--- config.mk ---
export PLATFORM = sky130hd
export DESIGN_NAME = bounded_l1_ball_lattice_enumerator
export DESIGN_NICKNAME = d
export VERILOG_FILES = /design/src/bl1e_pkg.sv /design/src/bl1e_cmd_fifo.sv /design/src/bl1e_front.sv /design/src/bl1e_back.sv /design/src/bounded_l1_ball_lattice_enumerator.sv
export SDC_FILE = /design/constraint.sdc
export NUM_CORES = 1
export LEC_CHECK = 0
export BUFFER_PORTS_ARGS = -buffer_cell sky130_fd_sc_hd__buf_2
export CORE_ASPECT_RATIO = 0.7
export CORE_MARGIN = 2
export CORE_UTILIZATION = 30
export DETAILED_ROUTE_END_ITERATION = 10
export MAX_ROUTING_LAYER = met4
export PLACE_DENSITY = 0.53
export SYNTH_ARGS = -nofsm -noshare
export SYNTH_HDL_FRONTEND = slang
export SYNTH_SLANG_ARGS = --single-unit
--- constraint.sdc ---
create_clock -name clk -period 19.55 [get_ports clk]
set_clock_uncertainty 0.1 [all_clocks]
set_input_delay 4.8875 -clock clk [delete_from_list [all_inputs] [get_ports clk]]
set_output_delay 4.8875 -clock clk [all_outputs]
set_load 0.01 [all_outputs]
--- src/bl1e_pkg.sv ---
`timescale 1ns / 1ps
package bl1e_pkg;

	localparam int DEF_COORDS     = 8;
	localparam int DEF_STEP_WIDTH = 16;

	localparam int GROUP_W    = 4;
	localparam int BUDGET_W   = 20;
	localparam int CFG_IDX_W  = 2;
	localparam int CFG_DATA_W = 20;
	localparam int KIND_W     = 2;

	typedef logic [KIND_W-1:0] kind_t;

	localparam kind_t OP_LOAD    = 2'd0;
	localparam kind_t OP_RESTART = 2'd1;
	localparam kind_t OP_EMIT    = 2'd2;

	localparam logic [CFG_IDX_W-1:0] REG_GROUP  = 2'd0;
	localparam logic [CFG_IDX_W-1:0] REG_BUDGET = 2'd1;

	localparam logic [GROUP_W-1:0] GROUP_RESET = 4'd8;

	typedef struct packed {
		logic [GROUP_W-1:0]  group_count;
		logic [BUDGET_W-1:0] budget_steps;
	} cfg_t;

endpackage

--- src/bl1e_cmd_fifo.sv ---
`timescale 1ns / 1ps
module bl1e_cmd_fifo #(
	parameter int WIDTH = 8
) (
	input  logic             clk,
	input  logic             arst_n,
	input  logic             push,
	input  logic [WIDTH-1:0] push_data,
	output logic             full,
	output logic             pop_valid,
	input  logic             pop,
	output logic [WIDTH-1:0] pop_data
);

	logic [WIDTH-1:0] mem_q [2];
	logic             wr_q;
	logic             rd_q;
	logic [1:0]       cnt_q;

	assign full      = (cnt_q == 2'd2);
	assign pop_valid = (cnt_q != 2'd0);
	assign pop_data  = mem_q[rd_q];

	always_ff @(posedge clk) begin
		if (push) begin
			mem_q[wr_q] <= push_data;
		end
	end

	always_ff @(posedge clk or negedge arst_n) begin
		if (!arst_n) begin
			wr_q  <= 1'b0;
			rd_q  <= 1'b0;
			cnt_q <= 2'd0;
		end else begin
			if (push) begin
				wr_q <= ~wr_q;
			end
			if (pop) begin
				rd_q <= ~rd_q;
			end
			unique case ({push, pop})
				2'b10:   cnt_q <= cnt_q + 2'd1;
				2'b01:   cnt_q <= cnt_q - 2'd1;
				default: cnt_q <= cnt_q;
			endcase
		end
	end

endmodule

--- src/bl1e_front.sv ---
`timescale 1ns / 1ps
module bl1e_front
	import bl1e_pkg::*;
#(
	parameter int COORDS     = DEF_COORDS,
	parameter int STEP_WIDTH = DEF_STEP_WIDTH,
	parameter int IDX_W      = (COORDS > 1) ? $clog2(COORDS) : 1,
	parameter int IN_W       = ((KIND_W + IDX_W + 2 * STEP_WIDTH + 7) / 8) * 8,
	parameter int CMD_W      = KIND_W + IDX_W + 2 * STEP_WIDTH
) (
	input  logic             s_tvalid,
	output logic             s_tready,
	input  logic [IN_W-1:0]  s_tdata,
	input  logic             q_full,
	output logic             q_push,
	output logic [CMD_W-1:0] q_data
);

	kind_t           op;
	logic [IDX_W-1:0] idx;
	logic            keep;

	assign op  = s_tdata[KIND_W-1:0];
	assign idx = s_tdata[KIND_W +: IDX_W];

	// drop unused codes and loads aimed past the last coordinate
	always_comb begin
		unique case (op)
			OP_LOAD:    keep = ({1'b0, idx} < (IDX_W + 1)'(COORDS));
			OP_RESTART: keep = 1'b1;
			OP_EMIT:    keep = 1'b1;
			default:    keep = 1'b0;
		endcase
	end

	assign s_tready = ~q_full;
	assign q_push   = s_tvalid & s_tready & keep;
	assign q_data   = s_tdata[CMD_W-1:0];

endmodule

--- src/bl1e_back.sv ---
`timescale 1ns / 1ps
module bl1e_back
	import bl1e_pkg::*;
#(
	parameter int COORDS     = DEF_COORDS,
	parameter int STEP_WIDTH = DEF_STEP_WIDTH,
	parameter int IDX_W      = (COORDS > 1) ? $clog2(COORDS) : 1,
	parameter int CMD_W      = KIND_W + IDX_W + 2 * STEP_WIDTH
) (
	input  logic                  clk,
	input  logic                  arst_n,
	input  logic                  cmd_valid,
	output logic                  cmd_pop,
	input  logic [CMD_W-1:0]      cmd_data,
	input  cfg_t                  cfg,
	output logic                  out_valid,
	input  logic                  out_ready,
	output logic [IDX_W-1:0]      out_index,
	output logic [STEP_WIDTH:0]   out_step,
	output logic                  out_last,
	output logic                  out_exh
);

	localparam int CNT_W = STEP_WIDTH + 1;
	localparam int SUM_W = ((BUDGET_W > CNT_W) ? BUDGET_W : CNT_W) + 1;

	localparam logic [1:0] ST_IDLE = 2'd0;
	localparam logic [1:0] ST_EMIT = 2'd1;
	localparam logic [1:0] ST_UP   = 2'd2;
	localparam logic [1:0] ST_DN   = 2'd3;

	logic [1:0]            state_q;
	logic [IDX_W-1:0]      ptr_q;
	logic                  exh_pend_q;
	logic                  done_q;
	logic [BUDGET_W-1:0]   used_q;
	logic [CNT_W-1:0]      step_q   [COORDS];
	logic                  rising_q [COORDS];
	logic [STEP_WIDTH-1:0] upper_q  [COORDS];
	logic [STEP_WIDTH-1:0] lower_q  [COORDS];

	logic                  out_valid_q;
	logic [IDX_W-1:0]      out_index_q;
	logic [CNT_W-1:0]      out_step_q;
	logic                  out_last_q;
	logic                  out_exh_q;

	kind_t                 cmd_kind;
	logic [IDX_W-1:0]      cmd_idx;
	logic [STEP_WIDTH-1:0] cmd_up;
	logic [STEP_WIDTH-1:0] cmd_lo;

	logic [IDX_W-1:0]      last_idx;
	logic                  out_free;
	logic [CNT_W-1:0]      cur;
	logic [CNT_W-1:0]      cur_mag;
	logic [CNT_W-1:0]      up_cnt;
	logic [CNT_W-1:0]      dn_mag;
	logic [SUM_W-1:0]      used_inc;
	logic [SUM_W-1:0]      used_up_roll;
	logic [SUM_W-1:0]      used_dn_roll;
	logic                  over_budget;
	logic                  roll_up;
	logic                  roll_dn;

	assign cmd_kind = cmd_data[KIND_W-1:0];
	assign cmd_idx  = cmd_data[KIND_W +: IDX_W];
	assign cmd_up   = cmd_data[KIND_W + IDX_W +: STEP_WIDTH];
	assign cmd_lo   = cmd_data[KIND_W + IDX_W + STEP_WIDTH +: STEP_WIDTH];

	assign cmd_pop  = (state_q == ST_IDLE) & cmd_valid;
	assign out_free = ~out_valid_q | out_ready;

	// zero coordinates act as one, too many act as COORDS
	always_comb begin
		priority if (cfg.group_count == '0) begin
			last_idx = '0;
		end else if (32'(cfg.group_count) > 32'(COORDS)) begin
			last_idx = IDX_W'(COORDS - 1);
		end else begin
			last_idx = IDX_W'(cfg.group_count - 4'd1);
		end
	end

	// one odometer digit at a time: the up half, then the down half
	always_comb begin
		cur          = step_q[ptr_q];
		cur_mag      = -cur;
		up_cnt       = cur + CNT_W'(1);
		dn_mag       = cur_mag + CNT_W'(1);
		used_inc     = SUM_W'(used_q) + SUM_W'(1);
		over_budget  = used_inc > SUM_W'(cfg.budget_steps);
		used_up_roll = SUM_W'(used_q) - SUM_W'(cur);
		used_dn_roll = SUM_W'(used_q) - SUM_W'(cur_mag);
		roll_up      = (up_cnt >= CNT_W'(upper_q[ptr_q])) | over_budget;
		roll_dn      = (dn_mag >= CNT_W'(lower_q[ptr_q])) | over_budget;
	end

	always_ff @(posedge clk) begin
		if (cmd_pop && cmd_kind == OP_LOAD) begin
			upper_q[cmd_idx] <= cmd_up;
			lower_q[cmd_idx] <= cmd_lo;
		end
	end

	always_ff @(posedge clk) begin
		if (state_q == ST_EMIT && out_free) begin
			if (exh_pend_q) begin
				out_index_q <= '0;
				out_step_q  <= '0;
				out_last_q  <= 1'b1;
				out_exh_q   <= 1'b1;
			end else begin
				out_index_q <= ptr_q;
				out_step_q  <= step_q[ptr_q];
				out_last_q  <= (ptr_q == last_idx);
				out_exh_q   <= 1'b0;
			end
		end
	end

	always_ff @(posedge clk or negedge arst_n) begin
		if (!arst_n) begin
			state_q     <= ST_IDLE;
			ptr_q       <= '0;
			exh_pend_q  <= 1'b0;
			done_q      <= 1'b0;
			used_q      <= '0;
			out_valid_q <= 1'b0;
			for (int k = 0; k < COORDS; k++) begin
				step_q[k]   <= '0;
				rising_q[k] <= 1'b1;
			end
		end else begin
			// in ST_EMIT a taken beat is replaced by the next one below
			if (out_valid_q && out_ready && state_q != ST_EMIT) begin
				out_valid_q <= 1'b0;
			end
			unique case (state_q)
				ST_IDLE: begin
					if (cmd_valid) begin
						unique case (cmd_kind)
							OP_RESTART: begin
								used_q <= '0;
								done_q <= 1'b0;
								for (int k = 0; k < COORDS; k++) begin
									step_q[k]   <= '0;
									rising_q[k] <= 1'b1;
								end
							end
							OP_EMIT: begin
								exh_pend_q <= done_q;
								ptr_q      <= '0;
								state_q    <= ST_EMIT;
							end
							default: ;
						endcase
					end
				end
				ST_EMIT: begin
					if (out_free) begin
						out_valid_q <= 1'b1;
						if (exh_pend_q) begin
							state_q <= ST_IDLE;
						end else if (ptr_q == last_idx) begin
							ptr_q   <= '0;
							state_q <= ST_UP;
						end else begin
							ptr_q <= ptr_q + IDX_W'(1);
						end
					end
				end
				ST_UP: begin
					if (!rising_q[ptr_q]) begin
						state_q <= ST_DN;
					end else if (roll_up) begin
						step_q[ptr_q]   <= '0;
						rising_q[ptr_q] <= 1'b0;
						used_q          <= used_up_roll[BUDGET_W-1:0];
						state_q         <= ST_DN;
					end else begin
						step_q[ptr_q] <= up_cnt;
						used_q        <= used_inc[BUDGET_W-1:0];
						state_q       <= ST_IDLE;
					end
				end
				ST_DN: begin
					if (roll_dn) begin
						step_q[ptr_q]   <= '0;
						rising_q[ptr_q] <= 1'b1;
						used_q          <= used_dn_roll[BUDGET_W-1:0];
						if (ptr_q != last_idx) begin
							ptr_q   <= ptr_q + IDX_W'(1);
							state_q <= ST_UP;
						end else begin
							done_q  <= 1'b1;
							ptr_q   <= '0;
							state_q <= ST_IDLE;
						end
					end else begin
						step_q[ptr_q] <= cur - CNT_W'(1);
						used_q        <= used_inc[BUDGET_W-1:0];
						state_q       <= ST_IDLE;
					end
				end
				default: state_q <= ST_IDLE;
			endcase
		end
	end

	assign out_valid = out_valid_q;
	assign out_index = out_index_q;
	assign out_step  = out_step_q;
	assign out_last  = out_last_q;
	assign out_exh   = out_exh_q;

endmodule

--- src/bounded_l1_ball_lattice_enumerator.sv ---
`timescale 1ns / 1ps
// channel  dir  beat fields
// s_*      in   command: operation, coord_index, upper_steps, lower_steps
// m_*      out  result: out_index, step_count; tlast = last; tuser = exhausted
// cfg_*    in   register write: cfg_index selects, cfg_data carries value
//
// Load and restart are handled in the back-end idle state. An emit takes a dispatch
// step, one beat per coordinate in use, then the up and/or down half of each odometer
// digit the carry reaches, one digit at a time through the single shared digit update.
// An emit after the walk is done sends a lone exhausted beat; beats wait on m_tready.
// A two-entry command queue takes two beats while results stall, then s_tready drops.
// Reset clears the walk at once; coordinate limits hold nothing until loaded.
module bounded_l1_ball_lattice_enumerator
	import bl1e_pkg::*;
#(
	parameter int COORDS     = DEF_COORDS,
	parameter int STEP_WIDTH = DEF_STEP_WIDTH,
	parameter int IDX_W      = (COORDS > 1) ? $clog2(COORDS) : 1,
	parameter int IN_W       = ((KIND_W + IDX_W + 2 * STEP_WIDTH + 7) / 8) * 8,
	parameter int OUT_W      = ((IDX_W + STEP_WIDTH + 1 + 7) / 8) * 8
) (
	input  logic                  clk,
	input  logic                  arst_n,
	input  logic                  s_tvalid,
	output logic                  s_tready,
	input  logic [IN_W-1:0]       s_tdata,  // operation, coord_index, upper_steps, lower_steps
	output logic                  m_tvalid,
	input  logic                  m_tready,
	output logic [OUT_W-1:0]      m_tdata,  // out_index, step_count
	output logic                  m_tlast,
	output logic                  m_tuser,  // exhausted
	input  logic                  cfg_valid,
	output logic                  cfg_ready,
	input  logic [CFG_IDX_W-1:0]  cfg_index,
	input  logic [CFG_DATA_W-1:0] cfg_data
);

	localparam int CMD_W = KIND_W + IDX_W + 2 * STEP_WIDTH;

	cfg_t              cfg_q;
	logic              q_full;
	logic              q_push;
	logic [CMD_W-1:0]  q_in;
	logic              q_valid;
	logic              q_pop;
	logic [CMD_W-1:0]  q_out;
	logic [IDX_W-1:0]  res_index;
	logic [STEP_WIDTH:0] res_step;

	assign cfg_ready = 1'b1;

	always_ff @(posedge clk or negedge arst_n) begin
		if (!arst_n) begin
			cfg_q.group_count  <= GROUP_RESET;
			cfg_q.budget_steps <= '0;
		end else if (cfg_valid && cfg_ready) begin
			unique case (cfg_index)
				REG_GROUP:  cfg_q.group_count  <= cfg_data[GROUP_W-1:0];
				REG_BUDGET: cfg_q.budget_steps <= cfg_data[BUDGET_W-1:0];
				default: ;
			endcase
		end
	end

	bl1e_front #(
		.COORDS     (COORDS),
		.STEP_WIDTH (STEP_WIDTH),
		.IDX_W      (IDX_W),
		.IN_W       (IN_W),
		.CMD_W      (CMD_W)
	) u_front (
		.s_tvalid (s_tvalid),
		.s_tready (s_tready),
		.s_tdata  (s_tdata),
		.q_full   (q_full),
		.q_push   (q_push),
		.q_data   (q_in)
	);

	bl1e_cmd_fifo #(
		.WIDTH (CMD_W)
	) u_fifo (
		.clk       (clk),
		.arst_n    (arst_n),
		.push      (q_push),
		.push_data (q_in),
		.full      (q_full),
		.pop_valid (q_valid),
		.pop       (q_pop),
		.pop_data  (q_out)
	);

	bl1e_back #(
		.COORDS     (COORDS),
		.STEP_WIDTH (STEP_WIDTH),
		.IDX_W      (IDX_W),
		.CMD_W      (CMD_W)
	) u_back (
		.clk       (clk),
		.arst_n    (arst_n),
		.cmd_valid (q_valid),
		.cmd_pop   (q_pop),
		.cmd_data  (q_out),
		.cfg       (cfg_q),
		.out_valid (m_tvalid),
		.out_ready (m_tready),
		.out_index (res_index),
		.out_step  (res_step),
		.out_last  (m_tlast),
		.out_exh   (m_tuser)
	);

	assign m_tdata = OUT_W'({res_step, res_index});

endmodule

[Word level (Yosys, flattened, before mapping)]
Memory sizes are Yosys's and may differ from the RTL's.
Index checks and enable logic that the tools add are counted.
Cells by class
  add/sub/neg operators: 11
  $lt $le $gt $ge: 6
  eq/ne operators: 24
  multiplexer cells: 65
  bitwise logic cells: 16
  reduce and logical (&&, ||, !) cells: 24
Operators with widths (count)
  2-to-1 mux 136 bit: 5
  case mux 136 bit (3 select lines): 1
  bitwise mux 136 bit: 2
  bitwise AND 136 bit: 1
  NOT 136 bit: 1
  2-to-1 mux 20 bit: 5
  case mux 20 bit (3 select lines): 1
  binary-select mux 17 bit (select 3 bit): 1
  demux 17 bit (select 3 bit): 1
  2-to-1 mux 17 bit: 3
  2-to-1 mux 8 bit: 5
  subtractor 20 x 17 -> 20 bit: 2
  adder 17 x 1 -> 17 bit (second input constant): 2
  >= comparator 17 x 16 -> 1 bit: 2
  2-to-1 mux 3 bit: 9
  case mux 8 bit (3 select lines): 1
  adder 20 x 1 -> 21 bit (second input constant): 1
  > comparator 21 x 20 -> 1 bit: 1
  2-to-1 mux 2 bit: 9
  negation 17 bit: 1
  subtractor 17 x 1 -> 17 bit (second input constant): 1
  2-to-1 mux 1 bit: 16
  equality test 2 bit (second input constant): 6
  inequality test 2 x 1 -> 1 bit (second input constant): 6
  other kinds (36): 63
Storage, ports and cells
  register bits: 222
  RAM bits: 330
  output and inout bits: 29
  word-level logic and storage cells: 180
  memories: 3
Memories
  u_back.lower_q: depth 8, bits a word 16, read ports 1, clocked after memory_dff 0, wr ports 1, RTL line bl1e_back.sv:40  | logic [STEP_WIDTH-1:0] lower_q [COORDS];
  u_back.upper_q: depth 8, bits a word 16, read ports 1, clocked after memory_dff 0, wr ports 1, RTL line bl1e_back.sv:39  | logic [STEP_WIDTH-1:0] upper_q [COORDS];
  u_fifo.mem_q: depth 2, bits a word 37, read ports 1, clocked after memory_dff 0, wr ports 1, RTL line bl1e_cmd_fifo.sv:15  | logic [WIDTH-1:0] mem_q [2];

[Longest topological paths before layout]
Gate-level depths: netlist of the first run.
  depth in word-level cells: 10
  depth in mapped cells: 30

[Modules after synthesis]
A second synthesis of the first run with hierarchy kept.
Unflattened totals
  cell total of the unflattened synthesis: 2307
  area, all modules: 27667.8 um2
By module, submodules not included
  bl1e_back: instances 1, cells an instance 2077, area an instance 23383.7 um2, seq. area each 12662.1 um2
  bl1e_cmd_fifo: instances 1, cells an instance 131, area an instance 2939.1 um2, seq. area each 2322.2 um2
  bounded_l1_ball_lattice_enumerator: instances 1, cells an instance 59, area an instance 1053.5 um2, seq. area each 601.8 um2
  bl1e_front: instances 1, cells an instance 40, area an instance 291.5 um2, seq. area each 0.0 um2

[Worst setup path before layout of the first run]
OpenSTA, ideal clock, no wires.
  path type: input -> register
  from: input port s_tdata[0]
  to: memory u_fifo.mem_q[0][0] (netlist name) (enable)
  data arrival time: 6675 ps
  required time: 19019 ps
  setup slack: 12344 ps
  cell stages on the path: 3
  buffers on the path: 0
  path through: nand2_1 > nand3_1 > nor2_1
On the way
  cells in the longest elaborated chain, start to end: 6
Ends and longest elaborated chain
  from (decl): RTL line bounded_l1_ball_lattice_enumerator.sv:26  | input logic [IN_W-1:0] s_tdata,
  equality test 2 x 1 -> 1 bit, or another cell as far along: RTL line bl1e_front.sv:28  | unique case (op)
  OR reduction 3 bit (no source line) (*)
  2-to-1 mux 1 bit (*): RTL line bl1e_front.sv:28
  bitwise AND 1 bit (*): RTL line bl1e_front.sv:37  | assign q_push = s_tvalid & s_tready & keep;
  2-to-1 mux 1 bit (*): RTL line bl1e_cmd_fifo.sv:25  | if (push) begin
  2-to-1 mux 1 bit (implied by the code) (*): RTL line bl1e_cmd_fifo.sv:26  | mem_q[wr_q] <= push_data;
  to (decl): RTL line bl1e_cmd_fifo.sv:15
Every way passes the cells marked *; elsewhere a longest branch is shown, timed or not.

[Final worst setup path of the first run]
  from: register u_back.ptr_q[2]
  to: register u_back.step_q[33] (netlist name)
On the way
  cells in the longest elaborated chain, start to end: 10
Ends and longest elaborated chain
  from (decl): RTL line bl1e_back.sv:33  | logic [IDX_W-1:0] ptr_q;
  from (signal assigned): RTL line bl1e_back.sv:169  | ptr_q <= ptr_q + IDX_W'(1);
  from (signal assigned): RTL line bl1e_back.sv:193  | ptr_q <= ptr_q + IDX_W'(1);
  NOT 3 -> 4 bit (implied by the code)
  binary-select mux 17 bit (select 3 bit), or another cell as far along: RTL line bl1e_back.sv:87  | cur = step_q[ptr_q];
  2-to-1 mux 17 bit (implied by the code) / logical AND 1 bit (equally long branches)
  2-to-1 mux 17 bit, on equally long branches
  negation 17 bit, or another cell as far along: RTL line bl1e_back.sv:88  | cur_mag = -cur;
  adder 17 x 1 -> 17 bit, or another cell as far along: RTL line bl1e_back.sv:90  | dn_mag = cur_mag + CNT_W'(1);
  >= comparator 17 x 16 -> 1 bit, or another cell as far along: RTL line bl1e_back.sv:96  | roll_dn = (dn_mag >= CNT_W'(lower_q[ptr_q])) | over_budget;
  OR 1 bit / 2-to-1 mux 136 bit (equally long branches): RTL line bl1e_back.sv:96, bl1e_back.sv:176
  2-to-1 mux 136 bit, on equally long branches: RTL line bl1e_back.sv:188, bl1e_back.sv:174
  case mux 136 bit (3 select lines): RTL line bl1e_back.sv:139  | unique case (state_q)
  to (signal, indexed assignment): RTL line bl1e_back.sv:182  | step_q[ptr_q] <= up_cnt;
  to (signal, indexed assignment): RTL line bl1e_back.sv:201  | step_q[ptr_q] <= cur - CNT_W'(1);
  to (decl): RTL line bl1e_back.sv:37  | logic [CNT_W-1:0] step_q [COORDS];
Parallel ways exist; a longest one is shown, timed or not. The select of a mux whose other input is x is not followed.
A chain may end at the register's enable or synchronous reset.

==> out/metrics.yaml, run 1 <==
timing:
  hold_ws_ns: 0.3768
  period_needed_ns: 8.536
  final_max_slew_viol_count: 0
  max_freq_ghz: 0.1171
  setup_viol: 0
  rsz0062_at_grt: "no"
  tns_ns: 0
  fin_crit_sh_pct: 43.66
  hold_viol: 0
  relSlewSlack_pct: 17.18
  worst_pin_slew_ns: 1.238
synthesis:
  synth_top_cell_by_area: "edfxtp_1"
  synthCells: 2260
  synth_edf_count: 352
  synth_ff_type: "edfxtp_1"
  ys_types: 99
  yosysWarnings: 0
  synthArstFlopShare_pct: 36.23
  ys_seq_elements: 552
  syn_area_um2: 27320
  ys_seq_area_share_pct: 57.04
  synth.avg_cell_area_um2: 12.09
  synth_area_leaders: "edfxtp_1 39%, dfrtp_1 17%, ha_1 4.3%, mux2_2 3.0%, nand2_1 2.9%"
  synth_top_area_share_pct: 38.68
cts:
  root_buffer: "clkbuf_16"
  cts_tree: "built"
  htree_num_levels: 2
  cts_buffer_depth: 3
  post_cts_resized: 0
  postCtsSetupBuffers: 0
  cts_made_buffers: 54
  cts_sinks: 552
  clk_latency_ns: 0.67
  ctsHoldBuffers: 0
  clkTransAtPathRegs_ns: 0.07
placement:
  gp_congestion: 0.9283
  port_buffers: 87
  place_hpwl_mm: 59.71
  place_area_um2: 29280
global_route:
  grt_pass1_vias: 19210
  gr-usage-all-layers_pct: 18.96
  overflow: 0
  antenna_found_initial: 2
  grt_first_pass_wirelength_mm: 128.4
  grt_start_max_net_pins: 96
drt:
  dr_total_vias: 19630
  wirelength_mm: 87.16
  route.detailed.drc: 0
  ant_nets: 0
  highest_layer: "met4"
  wl_met2_mm: 35.26
  wire_per_inst_um: 24.14
  dr.pass1.iters: 6
  drtIter0Drc: 2151
  vias_per_cell: 5.436
  wl_met3_mm: 8.604
  met1_length_mm: 41.47
power_and_ir_drop:
  swShare_pct: 45.12
  switchingPower_mw: 2.620
  p_int_mw: 3.187
  power_frac_comb_pct: 53.2
  p_per_area_nw_per_um2: 185.7
  p_clk_share_pct: 19.6
  seq_power_share_pct: 27.1
  ir_worst_vdd_v: 0.0001258
  leakage_nw: 11.59
setup_path:
  crit_arrival_ns: 9.02
  crit_chain: "buf_4 > nor3b_1 > nor3_1 > nor4_1 > nand4_1 > nand4b_1 > o311ai_1 > and4bb_1 > nand2_1 > xor2_1 > ha_1 > a211o_1 > a21oi_1 > o211ai_1 > nand2_1 > nand3_1 > nor3_1 > mux2i_1 > nor3_2 > a22o_1"
  worstPathRequired_ns: 20.03
  cpPeakStageDelay_ns: 0.96
  end_kind: "flip-flop"
  cp-start-kind: "flip-flop"
  startpoint: "u_back.ptr_q[2]$_DFFE_PN0P_"
  cp_slowest_cell: "nor4_1"
  crit_family: "simple AND/OR/NAND/NOR gates"
  critPathKind: "reg -> reg"
  r2r_start: "u_back.ptr_q[2]$_DFFE_PN0P_"
  path_buf_inv: 1
  crit_path_max_fanout: 35
job:
  cap_violations: 0
finish:
  design_area_um2: 31260
  layout-drive-gt1-share_pct: 16.64
  syn_to_final_growth_pct: 14.41
  fill_cells: 8813
  finish.net_count: 2502
worst_hold_path:
  worstHoldStart: "u_back.step_q[126]$_DFFE_PN0P_"
  hp-class: "reg -> reg"
die:
  ios: 96
  die_area_um2: 93550
  die-height_um: 256.5
  die_w_um: 364.7
  initial_core_util_pct: 30.32
  rows: 92
  core-area_um2: 90130
status:
  run_status: "complete, no violations"
[power by group through the flow]
stage / Combinational [mW] / Sequential [mW] / Clock [mW]
CTS: 3.05 / 1.57 / 1.17
floorplan: 2.10 / 1.54 / 0
detailed placement: 3.03 / 1.60 / 0
finish: 3.09 / 1.57 / 1.14
global placement: 3.00 / 1.59 / 0
global route: 3.35 / 1.59 / 1.21
[routing by layer]
layer  vias up  GRT usage (%)
met5         -              -
met4         0          4.591
met3       113          5.242
met2       886          25.34
met1      9894          27.94
li1       8737              -
[synth_stat cells (11+ instances only)]
cell	number
a221oi_1	25
a211oi_1	11
edfxtp_1	352
a21o_1	18
xnor2_1	60
nor2_1	143
inv_1	62
a31oi_1	16
nand4_1	18
buf_2	15
nand2_1	213
nand2b_1	21
a22o_1	57
clkbuf_1	73
mux2i_1	52
o22a_1	12
ha_1	93
o21ai_0	151
nor3_1	40
mux2_2	73
and3_1	28
nor2b_1	15
and4_1	12
buf_4	11
o21ai_1	11
a22oi_1	72
o21a_1	12
and2_1	13
dfrtp_1	191
o211ai_1	11
xor2_1	32
a21oi_1	94
nand3_1	43
mux4_2	26
[worst reg2reg max path, delay by kind of cell, from the launching register on]
kind / cells / cell delay (ns)
buffers and inverters: 1 / 0.58
multiplexers: 1 / 0.40
XOR/XNOR: 1 / 0.23
flip-flops: 1 / 0.82
AND/OR/NAND/NOR: 11 / 4.70
adder cells (fa/ha/maj): 1 / 0.30
AO/OA/AOI/OAI: 5 / 1.33
[area by class of cell]
type                    instances  area, µm²  area share (%)
flip-flops and latches        552      15590           49.88
repair buffers                133      789.5           2.526
multi-input cells            1532      11120           35.57
well taps                    1222       1529           4.891
inverters                      67      251.5          0.8045
clock buffers                  77       1559           4.987
clock inverters                25      409.1           1.309
diodes                          3      7.507         0.02402
[sequential cells by signal, indices dropped and copies added (netlist names), 8 cells and up]
| name | flops |
|---|---|
| u_back.lower_q | 128 |
| u_fifo.mem_q | 74 |
| u_back.rising_q | 8 |
| u_back.used_q | 20 |
| cfg_q | 24 |
| u_back.out_step | 17 |
| u_back.step_q | 136 |
| u_back.upper_q | 128 |
[worst paths after layout]
kind                                                  end  slack (ns)  cells past startpoint
min in group asynchronous           cfg_q[20]$_DFFE_PN0P_        4.22                      1
max in group asynchronous    u_back.step_q[7]$_DFFE_PN0P_       13.07                      3
setup reg to reg            u_back.step_q[33]$_DFFE_PN0P_       11.01                     20
setup / recovery            u_back.step_q[33]$_DFFE_PN0P_       11.01                     20
hold / removal             u_back.step_q[126]$_DFFE_PN0P_        0.38                      2
hold reg to reg            u_back.step_q[126]$_DFFE_PN0P_        0.38                      2
[placed cells by master, fill, tap and decap left out, types with 25 or more instances in the layout]
master     count
xnor2_1       60
a21oi_1       94
edfxtp_1     352
mux4_2        26
a22o_1        57
o21ai_0      151
nor2_1       123
xor2_1        32
clkbuf_16     55
mux2i_1       52
nand3_1       43
ha_1          93
inv_1         62
nand2_1      213
nor3_1        40
buf_2         86
a221oi_1      25
mux2_2        73
buf_4         46
a22oi_1       72
and3_1        28
dfrtp_1      187
[cells by family (layout without fill, tap and decap cells)]
kind of cell / Yosys count / count (layout) / share of synthesized area, %
buf+inv: 179 / 302 / 2.789
compound gates: 578 / 578 / 14.59
other cells: 2 / 8 / 0.02749
mux: 154 / 154 / 7.240
fa+ha+maj: 96 / 96 / 4.442
xor+xnor: 94 / 94 / 3.109
flops: 552 / 552 / 57.04
simple gates: 605 / 605 / 10.76
[per-stage QoR]
stage	setup slack [ns]	std cells	utilization, %	total power [mW]
global placement	11.36	3506	32.49	4.584
global route	10.52	3611	34.68	6.156
finish	11.01	3611	34.68	5.806
CTS	11.26	3608	34.67	5.787
floorplan	12.34	2263	-	3.641
detailed placement	11.33	3506	32.49	4.625
(Power assumes the default switching activity.)
==> run 2, diff against run 1 <==
Clock period 19.55 ns to 8 ns, I/O delays scaled along.
==> out/metrics.yaml, run 2 (synthesized netlist as in run 1, its figures left out) <==
global_route:
  antenna_found_initial: 2  # unchanged
  grt_first_pass_wirelength_mm: 130.6  # was 128.4 mm
  grt_start_max_net_pins: 95  # was 96
  grt_pass1_vias: 19340  # was 19210
  overflow: 0  # unchanged
  gr-usage-all-layers_pct: 19.24  # was 18.96%
cts:
  post_cts_resized: 0  # unchanged
  htree_num_levels: 2  # unchanged
  cts_tree: "built"  # unchanged
  cts_made_buffers: 55  # was 54
  postCtsSetupBuffers: 0  # unchanged
  clk_latency_ns: 0.67  # about the same
  root_buffer: "clkbuf_16"  # unchanged
  cts_sinks: 552  # unchanged
  cts_buffer_depth: 3  # unchanged
  clkTransAtPathRegs_ns: 0.08  # was 0.07 ns
  ctsHoldBuffers: 0  # unchanged
timing:
  hold_viol: 0  # unchanged
  worst_slack_ns: 0.9061  # was 11.01 ns
  worst_pin_slew_ns: 1.074  # was 1.238 ns
  setup_viol: 0  # unchanged
  hold_ws_ns: 0.3772  # was 0.3768 ns
  max_freq_ghz: 0.1410  # was 0.1171 GHz
  rsz0062_at_grt: "no"  # unchanged
  fin_crit_sh_pct: 88.67  # was 43.66%
  relSlewSlack_pct: 28.25  # was 17.18%
  final_max_slew_viol_count: 0  # unchanged
  period_needed_ns: 7.094  # was 8.536 ns
  tns_ns: 0  # unchanged
finish:
  largest_register_ffs: 136  # unchanged
  layout_common_cells: "352 x edfxtp_1, 213 x nand2_1, 187 x dfrtp_1"  # unchanged
  layout.cells.most_common: "edfxtp_1"  # unchanged
  largest_registers: "u_back.step_q: 136 flops, u_back.lower_q: 128 flops, u_back.upper_q: 128 flops"  # unchanged
  fin_cells: 3652  # was 3611
  finish.net_count: 2546  # was 2502
  syn_to_final_growth_pct: 15.11  # was 14.41%
  largest_register: "u_back.step_q"  # unchanged
  layout-drive-gt1-share_pct: 17.74  # was 16.64%
  final_util_pct: 34.90  # was 34.68%
  design_area_um2: 31450  # was 31260 µm²
  fill_cells: 8831  # was 8813
setup_path:
  end_kind: "flip-flop"  # unchanged
  rrSetupSlack_ns: 0.91  # was 11.01 ns
  cpPeakStageDelay_ns: 0.76  # was 0.96 ns
  r2r_start: "u_back.ptr_q[1]$_DFFE_PN0P_"  # was u_back.ptr_q[2]$_DFFE_PN0P_
  critPathKind: "reg -> reg"  # unchanged
  crit_path_max_fanout: 25  # was 35
  endpoint: "u_back.step_q[76]$_DFFE_PN0P_"  # was u_back.step_q[33]$_DFFE_PN0P_
  worstPathRequired_ns: 8.42  # was 20.03 ns
  worstReg2RegEnd: "u_back.step_q[76]$_DFFE_PN0P_"  # was u_back.step_q[33]$_DFFE_PN0P_
  crit_arrival_ns: 7.51  # was 9.02 ns
  r2r_cells: 22  # was 20
  cp_slowest_cell: "dfrtp_2"  # was nor4_1
  startpoint: "u_back.ptr_q[1]$_DFFE_PN0P_"  # was u_back.ptr_q[2]$_DFFE_PN0P_
  crit_chain: "buf_12 > mux4_2 > mux2_2 > a211oi_2 > nand4_1 > buf_4 > or3_1 > and2_1 > nor4_1 > nor4b_1 > nand3_1 > xor2_1 > ha_1 > nand4_1 > nor4_1 > nor2_1 > nand3_1 > nor3_1 > o21ai_2 > and2_1 > o21a_1 > o21ai_1"  # was buf_4 > nor3b_1 > nor3_1 > nor4_1 > nand4_1 > nand4b_1 > o311ai_1 > and4bb_1 > nand2_1 > xor2_1 > ha_1 > a211o_1 > a21oi_1 > o211ai_1 > nand2_1 > nand3_1 > nor3_1 > mux2i_1 > nor3_2 > a22o_1
  cp-start-kind: "flip-flop"  # unchanged
status:
  run_status: "complete, no violations"  # unchanged
drt:
  route.detailed.drc: 0  # unchanged
  ant_nets: 0  # unchanged
  wire_per_inst_um: 24.39  # was 24.14 µm
  drtIter0Drc: 2079  # was 2151
  vias_per_cell: 5.470  # was 5.436
  dr.pass1.iters: 7  # was 6
  wirelength_mm: 89.08  # was 87.16 mm
  dr_total_vias: 19980  # was 19630
placement:
  pre_cts_ws_ns: 1.118  # was 11.33 ns
  gp_congestion: 0.9463  # was 0.9283
  dp.cells: 3549  # was 3506
  port_buffers: 87  # unchanged
  place_hpwl_mm: 62.47  # was 59.71 mm
  place_area_um2: 29660  # was 29280 µm²
die:
  die_area_um2: 93550  # unchanged
  initial_core_util_pct: 30.32  # unchanged
  die_w_um: 364.7  # unchanged
  rows: 92  # unchanged
  ios: 96  # unchanged
  die-height_um: 256.5  # unchanged
  core-area_um2: 90130  # unchanged
power_and_ir_drop:
  power.total_mw: 14.32  # was 5.806 mW
  ir_worst_vdd_v: 0.0003693  # was 0.0001258 V
  p_per_area_nw_per_um2: 455.3  # was 185.7 nW/µm²
  leakage_nw: 11.73  # was 11.59 nW
job:
  cap_violations: 0  # unchanged
worst_hold_path:
  hp-class: "reg -> reg"  # unchanged
## run 2: changes by cell type in the layout (fill, tap and decap cells not counted), moves of 2 or more
cell / before / now
buf_4: 46 / 86
clkbuf_1: 12 / 19
bufinv_16: 8 / 2
nor2_2: 9 / 5
buf_12: 0 / 3
nor2_4: 11 / 14
clkbuf_8: 11 / 9
diode_2: 3 / 1
## run 2: area by class of cell
type,count,area [µm²],area share (%)
sequential,552,15590,49.58
multi-input combinational,1532,11130,35.40
clock buffer,82,1558,4.953
tap,1222,1529,4.861
timing repair buffer,176,1150,3.656
inverter,67,251.5,0.7996
clock inverter,20,234.0,0.7439
antenna,1,2.502,0.007956
## run 2: routing by layer
metal	track usage (%)	vias to the layer above	part of all wire, %
met3	3.924	123	8.9
met2	25.76	902	40
met5	-	-	0
met1	29.37	10120	49
met4	4.247	0	1.8
li1	-	8828	-
## run 2: worst max-delay path: cells and delay by family, from the launching register on
| family | cells | cell delay (ns) |
|---|---|---|
| flip-flops | 1 | 0.76 |
| AO/OA/AOI/OAI | 4 | 1.04 |
| XOR/XNOR | 1 | 0.18 |
| multiplexers | 2 | 0.99 |
| AND/OR/NAND/NOR | 12 | 3.03 |
| adder cells (fa/ha/maj) | 1 | 0.31 |
| buffers and inverters | 2 | 0.48 |
## run 2: how the worst min path moves through the flow
| stage | start | endpoint | slack (ns) | depth (start not counted) |
|---|---|---|---|---|
| floorplan | u_back.step_q[57]$_DFFE_PN0P_ | u_back.step_q[57]$_DFFE_PN0P_ | 0.34 | 2 |
| detailed placement | u_back.step_q[12]$_DFFE_PN0P_ | u_back.step_q[12]$_DFFE_PN0P_ | 0.37 | 2 |
| finish | u_back.step_q[12]$_DFFE_PN0P_ | u_back.step_q[12]$_DFFE_PN0P_ | 0.38 | 2 |
| global placement | u_back.step_q[72]$_DFFE_PN0P_ | u_back.step_q[72]$_DFFE_PN0P_ | 0.36 | 2 |
| CTS | u_back.step_q[12]$_DFFE_PN0P_ | u_back.step_q[12]$_DFFE_PN0P_ | 0.38 | 2 |
| global route | u_back.step_q[81]$_DFFE_PN0P_ | u_back.step_q[81]$_DFFE_PN0P_ | 0.40 | 1 |
## run 2: report_power, final
| part | total (mW) | switching (mW) | internal, mW | leakage, nW |
|---|---|---|---|---|
| logic | 7.88 | 5.05 | 2.83 | 4.99 |
| registers | 3.86 | 0.319 | 3.54 | 5.86 |
| clock network | 2.58 | 1.16 | 1.42 | 0.874 |
